**config.mk**
```make
export PLATFORM = sky130hd
export DESIGN_NAME = arsh_mod_unit
export DESIGN_NICKNAME = d
export VERILOG_FILES = /design/src/assert_macros.svh /design/src/arsh_pkg.sv /design/src/arsh_mod_unit.sv
export SDC_FILE = /design/constraint.sdc
export NUM_CORES = 1
export LEC_CHECK = 0
export BUFFER_PORTS_ARGS = -buffer_cell sky130_fd_sc_hd__buf_2
export CAP_MARGIN = 20
export CORE_AREA = 3 3 93 95
export DETAILED_ROUTE_END_ITERATION = 8
export DIE_AREA = 0 0 96 98
export SLEW_MARGIN = 10
export SYNTH_ARGS = -nofsm -noshare
export SYNTH_HDL_FRONTEND = slang
export SYNTH_SLANG_ARGS = --single-unit
```
**constraint.sdc**
```tcl
create_clock -name clock -period 3.7 [get_ports clock]
set_input_delay 0.185 -clock clock [delete_from_list [all_inputs] [get_ports clock]]
set_output_delay 0.185 -clock clock [all_outputs]
set_load 0.005 [all_outputs]
```
**src/assert_macros.svh**
```systemverilog
// ----------------------------------------------------------------------------
// assert_macros.svh
// Concurrent assertion helpers used by the shuffle RTL.
// ----------------------------------------------------------------------------
`ifndef ASSERT_MACROS_SVH
`define ASSERT_MACROS_SVH

// Same-cycle implication, checked outside reset
`define ASSERT_SAME(label, clk, rst, ante, cons, msg) \
   label: assert property (@(posedge clk) disable iff (rst) (ante) |-> (cons)) \
      else $error(msg);

// Next-cycle implication, checked outside reset
`define ASSERT_NEXT(label, clk, rst, ante, cons, msg) \
   label: assert property (@(posedge clk) disable iff (rst) (ante) |=> (cons)) \
      else $error(msg);

`endif

```
**src/arsh_pkg.sv**
```systemverilog
// ----------------------------------------------------------------------------
// arsh_pkg
// Types and fixed widths of the shuffle block.
// ----------------------------------------------------------------------------
package arsh_pkg;

   // Payload widths
   localparam int VALUE_W   = 32;
   localparam int RAND_W    = 31;
   localparam int BIT_CNT_W = $clog2(RAND_W);

   // Sequencer states
   typedef enum logic [3:0] {
      ST_LOAD,
      ST_RDRAND,
      ST_DIVGO,
      ST_DIVWAIT,
      ST_RDIJ,
      ST_WRI,
      ST_WRJ,
      ST_EMITRD,
      ST_EMITOUT
   } arsh_state_type;

   // Remainder unit status
   typedef struct packed {
      logic busy;
      logic done;
   } arsh_div_status_type;

endpackage

```
**src/arsh_mod_unit.sv**
```systemverilog
// ----------------------------------------------------------------------------
// arsh_mod_unit
// Bit-serial restoring remainder: dividend mod divisor, one bit per cycle.
// ----------------------------------------------------------------------------
module arsh_mod_unit
   import arsh_pkg::*;
#(
   parameter int DIV_W = 7
) (
   input  logic                clock,
   input  logic                reset,
   input  logic                start,
   input  logic [RAND_W-1:0]   dividend,
   input  logic [DIV_W-1:0]    divisor,
   output arsh_div_status_type status,
   output logic [DIV_W-1:0]    remainder
);

   logic [RAND_W-1:0]    shreg_ff, shreg_in;
   logic [DIV_W-1:0]     rem_ff, rem_in;
   logic [DIV_W-1:0]     div_ff, div_in;
   logic [BIT_CNT_W-1:0] cnt_ff, cnt_in;
   logic                 busy_ff, busy_in;
   logic                 done_ff, done_in;
   logic [DIV_W:0]       trial;

   // Shift in the next dividend bit and subtract when it fits
   assign trial = {rem_ff, shreg_ff[RAND_W-1]};

   always_comb begin
      shreg_in = shreg_ff;
      rem_in   = rem_ff;
      div_in   = div_ff;
      cnt_in   = cnt_ff;
      busy_in  = busy_ff;
      done_in  = done_ff;
      if (start) begin
         shreg_in = dividend;
         rem_in   = '0;
         div_in   = divisor;
         cnt_in   = BIT_CNT_W'(RAND_W - 1);
         busy_in  = 1'b1;
         done_in  = 1'b0;
      end else if (busy_ff) begin
         shreg_in = {shreg_ff[RAND_W-2:0], 1'b0};
         if (trial >= {1'b0, div_ff}) begin
            rem_in = DIV_W'(trial - {1'b0, div_ff});
         end else begin
            rem_in = trial[DIV_W-1:0];
         end
         if (cnt_ff == '0) begin
            busy_in = 1'b0;
            done_in = 1'b1;
         end else begin
            cnt_in = cnt_ff - 1'b1;
         end
      end
   end

   // Control state
   always_ff @(posedge clock) begin
      if (reset) begin
         busy_ff <= 1'b0;
         done_ff <= 1'b0;
      end else begin
         busy_ff <= busy_in;
         done_ff <= done_in;
      end
   end

   // Datapath
   always_ff @(posedge clock) begin
      shreg_ff <= shreg_in;
      rem_ff   <= rem_in;
      div_ff   <= div_in;
      cnt_ff   <= cnt_in;
   end

   assign status.busy = busy_ff;
   assign status.done = done_ff;
   assign remainder   = rem_ff;

endmodule

```
-- Word-level counts from Yosys, hierarchy flattened
Index checks and enable logic that the tools add are counted.
- register bits: 52
- bits of input ports: 41
- bitwise logic cells: 1
- reductions and logical operators: 5
- magnitude comparators: 1
- multiplexer cells: 6
- $add $sub $neg: 2
- operator list (cell ; count):
    $mux 31 ; 2
    $ge 8x7->1 ; 1
    $mux 7 ; 1
    $sub 7x7->7 ; 1
    $logic_not 5->1 ; 1
    $sub 5x1->5 const B ; 1
    $reduce_and 2->1 ; 2
    $mux 1 ; 3
    $reduce_bool 2->1 ; 1
    $reduce_or 2->1 ; 1
    $not 1->1 ; 1

-- Depth between registers and ports, before layout
Gate-level depths: netlist (run 1).
- depth in word-level cells: 4
- depth in mapped cells: 9

-- Least setup slack after synthesis (run 1)
No wires, ideal clock.
- kind: reg2reg
- from: reg shreg_ff[30]
- to: reg rem_ff[0] (netlist: remainder[0])
- slack: 1.902 ns
- arrival: 1.710 ns
- cell stages (with the launch flop): 10
- buffers on the path: 1
- cells stage by stage: edfxtp_1 inv_1 ha_1 inv_1 fa_1 nand3_1 a31o_1 buf_6 nand3_1 a311oi_2
- word-level cells in the longest chain between the ends: 2
- elaborated cells on any way between the ends: 3
- those cells by class: 1 x add/sub; 1 x order compare; 1 x mux
- ends and longest elaborated chain (what ; line ; text):
    start: declaration ; arsh_mod_unit.sv:19 ; logic [RAND_W-1:0] shreg_ff, shreg_in;
    start signal: assignment ; arsh_mod_unit.sv:73 ; shreg_ff <= shreg_in;
    $sub 7x7->7 / $ge 8x7->1 (equally long branches) ; arsh_mod_unit.sv:47, arsh_mod_unit.sv:46 ;
    $mux 7 (*) ; arsh_mod_unit.sv:46 ; if (trial >= {1'b0, div_ff}) begin
    end signal: assignment ; arsh_mod_unit.sv:74 ; rem_ff <= rem_in;
    end: declaration ; arsh_mod_unit.sv:20 ; logic [DIV_W-1:0] rem_ff, rem_in;
Mark *: on every way between the ends. The rest lies on a longest branch, timed or not.
A chain may end at the register's enable or synchronous reset.

-- Worst setup path after layout (run 1)
- from: reg shreg_ff[30]
- to: reg rem_ff[1] (netlist: remainder[1])
Same word-level chain as after synthesis.

==> impl_metrics.toml, run 1 <==
[setup_path]
critPathArrivalTime_ns = 2.27
critPathKind = "reg -> reg"
critPathMaxFanout = 10
critPathRequiredTime_ns = 3.93
critPathCaptureType = "flip-flop"
worstSetupStartpointType = "flip-flop"

[synthesis]
synth_common_cells = "38 x edfxtp_1, 31 x mux2_2, 14 x dfxtp_1, 14 x inv_1, 9 x ha_1"
synth_top_flop_cell = "edfxtp_1"
syn_nets = 254
seq_area_frac_synth_pct = 54.6
ys_seq_elements = 52
ys_types = 49
synth.most_common_cell = "edfxtp_1"
yosysTopAreaCellShare_pct = 43.8
syn_inst = 203
yosysWarnings = 0
synth-edff-count = 38
yosys-top-cells-area = "edfxtp_1 44%, mux2_2 13%, dfxtp_1 11%"
synth_area_leader_cell = "edfxtp_1"
synth_area_per_cell_um2 = 12.8
async_reset_ff_share_pct = 0
syn_area_um2 = 2600

[status]
outcome = "completed"

[timing]
setup_viol = 0
fmax_mhz = 490
skew_ns = 0.00682
rsz0062_at_grt = "false"
maxSlewViolCount = 0
tns_ns = 0
setup_slack_ns = 1.66
slew_headroom_pct = 52.0
fin_crit_sh_pct = 55.1
tightest_slew_ns = 0.718
hold_violations = 0
finalCriticalPeriod_ns = 2.04

[grt]
grt_antenna_before_repair = 0
grt_start_max_net_pins = 32
overflow = 0
grt_first_pass_wirelength_mm = 7.82
grt_pass1_vias = 1671
grt_use_total_pct = 10.5

[placement]
post-place-cells = 343
io_buffers = 49
gp_congestion = 0.835
dp_hpwl_mm = 3.42
dp_slack_ns = 1.67

[detailed_routing]
final_antenna_net_count = 0
drt-total-wl_mm = 4.72
wl_per_cell_um = 13.5
drc = 0
drtPass1Iterations = 4
viasPerCell = 4.78
first_iter_violations = 89
vias = 1679

[clock_network]
clk_pin_slew_ns = 0.10
cts_sinks = 52
cts-resized-gates = 0
cts_tree = "yes"
cts_buffers = 5
htreeDepth = 2
clock_path_buffers = 2
root_buffer = "clkbuf_8"
clk_latency_ns = 0.31
cts_hold_buf = 0
cts_setup_buffers = 0

[power_and_ir_drop]
p_total_mw = 1.36
peakVddDrop_mv = 0.241
powerDensity_nw_per_um2 = 446
p_leak_nw = 1.24

[die]
io_pins = 50
core_area_um2 = 7810
dieWidth_um = 96
row_count = 32
die-area_um2 = 9410
die-height_um = 98
start_util_pct = 33.3

[final_layout]
fillCellCount = 752
final_nets = 299
regArea_um2 = 1420
syn2layout_area_growth_pct = 17.3
multi_input_area_um2 = 1060
antenna_cells = 0
fin_cells = 351
drive_above_1_share_pct = 39.4

[worst_hold_path]
hp-class = "in -> reg"

[flow_run]
maxCapViolCount = 0
final cells by class:
| class | count | area share (%) |
|---|---|---|
| repair buffers | 50 | 8.28 |
| flip-flops and latches | 52 | 46.5 |
| multi-input cells | 125 | 34.8 |
| clock buffers | 5 | 2.25 |
| well taps | 102 | 4.18 |
| clock inverters | 3 | 2.25 |
| inverters | 14 | 1.72 |
final timing paths:
check	from	to	slack, ns	depth (start not counted)
max	shreg_ff[30]	remainder[1]	1.66	8
min	reset	busy_ff	0.04	2
max reg2reg	shreg_ff[30]	remainder[1]	1.66	8
min reg2reg	cnt_ff[1]	cnt_ff[1]	0.51	2
per-stage QoR:
| stage | utilization (%) | instance area (um^2) | hold slack, ns |
|---|---|---|---|
| after global placement | 37.4 | 2920 | 0.363 |
| after detailed placement | 37.4 | 2920 | 0.366 |
| after floorplan | - | 2600 | 0.254 |
| after global routing | 39.1 | 3050 | 0.0272 |
| final | 39.1 | 3050 | 0.0419 |
| after CTS | 39.1 | 3050 | 0.0316 |
state kept, by name, summed over array words and instances (netlist names):
signal / cells
cnt_ff: 5
shreg_ff: 31
busy_ff: 1
done_ff: 1
remainder: 7
div_ff: 7
cell families (layout without fill, tap and decap cells):
| kind of cell | count (synthesis) | after routing | share of synthesized area, % |
|---|---|---|---|
| mux | 31 | 31 | 13.4 |
| flops | 52 | 52 | 54.6 |
| compound gates | 31 | 31 | 9.95 |
| xor+xnor | 6 | 6 | 2.02 |
| buf+inv | 26 | 72 | 4.61 |
| simple gates | 47 | 47 | 10.3 |
| fa+ha+maj | 10 | 10 | 5.09 |
placed cells by master, fill, tap and decap left out, types with 2 or more instances in the layout:
master	synthesis	layout
nand3_1	7	7
o21ai_1	2	2
a211oi_1	2	2
buf_2	2	49
xnor2_1	4	4
bufinv_16	0	2
nor3_1	4	4
or2_2	2	2
edfxtp_1	38	38
a31oi_1	4	4
a21oi_1	2	2
o31ai_1	2	2
o21ai_0	3	3
or4b_1	2	2
a21o_1	3	3
a311oi_2	2	2
xor2_1	2	2
nor2b_1	2	2
ha_1	9	9
mux2_2	31	31
nor2_1	5	5
clkbuf_8	0	5
dfxtp_1	14	14
nand2_1	8	8
and3_1	5	5
inv_1	14	14
nor3b_1	5	5
per-layer routing:
layer	share of wire [%]	up-vias	routed length [um]	track usage, %
met5	0	-	0	0
met4	1.1	0	54	2.95
met1	47	790	2220	14.2
met3	7.2	6	339	3.93
li1	-	844	-	-
met2	45	39	2110	15.8
report_power, final:
part	total (mW)	switching, mW	leakage (nW)	internal, mW
registers	0.708	0.0227	0.495	0.685
logic	0.185	0.0906	0.675	0.0941
clock network	0.470	0.198	0.0687	0.272
worst max-delay path, stage by stage (launching register included):
cell,delay (ns)
edfxtp_1,0.40
inv_1,0.07
ha_1,0.15
inv_1,0.05
fa_1,0.39
nand3_1,0.14
a31o_1,0.37
a21oi_1,0.15
a311oi_2,0.24
(Power assumes the default switching activity.)
==> run 2: changes to the inputs <==
--- a/config.mk
+++ b/config.mk
@@ -5,11 +5,12 @@
 export SDC_FILE = /design/constraint.sdc
 export NUM_CORES = 1
 export LEC_CHECK = 0
+export ABC_AREA = 1
 export BUFFER_PORTS_ARGS = -buffer_cell sky130_fd_sc_hd__buf_2
 export CAP_MARGIN = 20
-export CORE_AREA = 3 3 93 95
+export CORE_AREA = 3 3 92 94
 export DETAILED_ROUTE_END_ITERATION = 8
-export DIE_AREA = 0 0 96 98
+export DIE_AREA = 0 0 95 97
 export SLEW_MARGIN = 10
 export SYNTH_ARGS = -nofsm -noshare
 export SYNTH_HDL_FRONTEND = slang
==> constraint.sdc (replaced) <==
create_clock -name clock -period 1.69 [get_ports clock]
set_input_delay 0.0845 -clock clock [delete_from_list [all_inputs] [get_ports clock]]
set_output_delay 0.0845 -clock clock [all_outputs]
set_load 0.005 [all_outputs]
==> run 2 against run 1 <==
Core utilization rose by 2.5 points. Clock-buffer cell count did not move. Sequential share of layout area is 2.4 points lower. Critical path type unchanged. Combinational power grew to 2.9 times the previous value. First-iteration DRC count increased by 11%. Total power grew 120%. Design area increased by 5.3%. Hold slack lost 0.0014 ns. Area after synthesis shrank 2.8%. Final cell count is 30% higher. The run now ends with negative setup slack left. Routed wire length is 7.1% higher. Largest cell class unchanged.
==> impl_metrics.toml, run 2 <==
[status]
outcome = "complete, but fails checks"
failed_checks = "negative setup slack"

[clock_network]
cts_buffers = 5
clock_path_buffers = 2
htreeDepth = 2
cts_sinks = 52
clk_latency_ns = 0.30
cts_tree = "yes"
clk_pin_slew_ns = 0.09
root_buffer = "clkbuf_8"

[timing]
maxSlewViolCount = 0
fin_crit_sh_pct = 102
skew_ns = 0.00827
tightest_slew_ns = 0.471
tns_ns = -0.0995
holdWs_ns = 0.0405
hold_violations = 0
rsz0062_at_grt = "true"
finalCriticalPeriod_ns = 1.72
setup_viol = 5
setup_slack_ns = -0.0294
fmax_mhz = 582
slew_headroom_pct = 68.5

[power_and_ir_drop]
peakVddDrop_mv = 0.486
p_total_mw = 3.05
p_leak_nw = 1.59
powerDensity_nw_per_um2 = 947

[synthesis]
synth_top_flop_cell = "edfxtp_1"
synth.most_common_cell = "nand2_1"
seq_area_frac_synth_pct = 56.2
syn_nets = 339
synth_area_per_cell_um2 = 8.78
synth_area_leader_cell = "edfxtp_1"
yosysWarnings = 0
synth-edff-count = 38
syn_inst = 288
yosys-top-cells-area = "edfxtp_1 45%, nand2_1 19%, dfxtp_1 11%"
syn_area_um2 = 2530
yosysTopAreaCellShare_pct = 45.1
synth_common_cells = "128 x nand2_1, 38 x edfxtp_1, 31 x inv_1"
async_reset_ff_share_pct = 0
ys_types = 26
ys_seq_elements = 52

[final_layout]
fillCellCount = 766
largest_reg_flops = 31
layout.cells.most_common = "nand2_1"
fin_cells = 458
multi_input_area_um2 = 995
syn2layout_area_growth_pct = 27.2
largest-register = "shreg_ff"
final_core_util_pct = 41.6
antenna_cells = 0
drive_above_1_share_pct = 23.9
layout_common_cells = "124 x nand2_1, 49 x buf_2, 38 x edfxtp_1"
final_nets = 407
regArea_um2 = 1420
fin_area_um2 = 3220

[setup_path]
critPathCaptureType = "flip-flop"
critPathArrivalTime_ns = 1.92
worstSetupStartpointType = "flip-flop"
worstSetupStartpoint = "shreg_ff[30]"
critPathCapture = "remainder[5]"
r2r-end = "remainder[5]"
slowest_delay_ns = 0.38
critPathKind = "reg -> reg"
cp_top_family = "simple AND/OR/NAND/NOR gates"
rrSetupSlack_ns = -0.03
cp_slowest_cell = "edfxtp_1"
reg2regPathDepth = 14
crit_chain = "inv_2 -> ha_4 -> inv_2 -> fa_2 -> nand2_2 -> nand2_2 -> nand2_4 -> nand2_4 -> nand2_4 -> nand3_1 -> nand2_1 -> inv_1 -> nand2_1 -> nand2_1"
crit_cells = 14
cp.buffers_inverters = 3
critPathRequiredTime_ns = 1.89
crit-reg2reg-launch = "shreg_ff[30]"
critPathMaxFanout = 5

[worst_hold_path]
hp-class = "in -> reg"
min_from = "dividend[0]"

[die]
io_pins = 50
die-area_um2 = 9220
row_count = 32
dieWidth_um = 95
core_area_um2 = 7730
start_util_pct = 32.7
die-height_um = 97

[placement]
post-place-cells = 441
io_buffers = 49
gp_congestion = 0.772
dp_slack_ns = -0.0617
dp_hpwl_mm = 3.73
placed_cell_area_um2 = 2960

[flow_run]
maxCapViolCount = 0

[grt]
grt_pass1_vias = 1981
overflow = 0
grt_antenna_before_repair = 0
grt_use_total_pct = 12.0
grt_start_max_net_pins = 31
grt_first_pass_wirelength_mm = 8.83

[detailed_routing]
drc = 0
first_iter_violations = 99
drtPass1Iterations = 4
final_antenna_net_count = 0
viasPerCell = 4.29
drt-total-wl_mm = 5.06
vias = 1963
wl_per_cell_um = 11.1
-- run 2: cell count changes after synthesis, moves of 3 or more --
cell,delta
mux2_2,-31
nand3_1,+11
nor3_1,-3
a31oi_1,-4
nand2_1,+120
and3_1,-5
inv_1,+17
xnor2_1,-3
nor2_1,+3
nor3b_1,-5
a21oi_1,+5
a21o_1,-3
-- run 2: worst min path at each step --
stage,slack (ns),end,cells past startpoint
floorplan,0.15,busy_ff,1
global route,0.03,shreg_ff[8],3
global placement,0.26,div_ff[6],1
detailed placement,0.26,div_ff[2],1
CTS,0.03,shreg_ff[0],3
finish,0.04,shreg_ff[0],3
-- run 2: final cells by class --
type                       instances  share of cell area (%)
tap                              102                    3.97
inverter                          31                    3.62
sequential                        52                    44.2
multi-input combinational        197                    30.9
clock inverter                     2                    1.87
clock buffer                       5                    2.14
timing repair buffer              69                    13.3
-- run 2: power by group --
group / internal [mW] / total, mW / switching (mW)
combinational: 0.234 / 0.531 / 0.297
clock: 0.583 / 0.972 / 0.390
sequential: 1.50 / 1.54 / 0.0443
total: 2.32 / 3.05 / 0.731
-- run 2: kinds of logic after synthesis --
logic type	count (synthesis)	share of synthesized area [%]
AND/OR/NAND/NOR	166	27.4
flip-flops	52	56.2
buffers and inverters	40	6.33
AO/OA/AOI/OAI	17	3.81
adder cells (fa/ha/maj)	10	5.24
XOR/XNOR	3	1.04
-- run 2: repair_timing --
action                                  CTS  global route
hold buffers                              8             0
endpoints found under the hold margin     9             0
gates cloned                              1             0
resized for setup                         7             4
pin swaps                                 3             4
endpoints found under the setup margin    7             7
setup buffers                             1             0
-- run 2: worst reg2reg max path, cell delays in order, from the launching register on --
cell and delay [ns]:
edfxtp_1 0.38, inv_2 0.08, ha_4 0.12, inv_2 0.04, fa_2 0.36, nand2_2 0.07
nand2_2 0.07, nand2_4 0.08, nand2_4 0.06, nand2_4 0.09, nand3_1 0.07, nand2_1 0.06
inv_1 0.04, nand2_1 0.05, nand2_1 0.04
-- run 2: routing by layer --
layer | vias to the layer above | global-route usage [%] | share of wire [%]
li1 | 1054 | - | -
met1 | 859 | 15.8 | 48
met2 | 46 | 19.1 | 46
met3 | 4 | 4.12 | 5.3
met4 | 0 | 2.66 | 0.45
met5 | - | 0 | 0
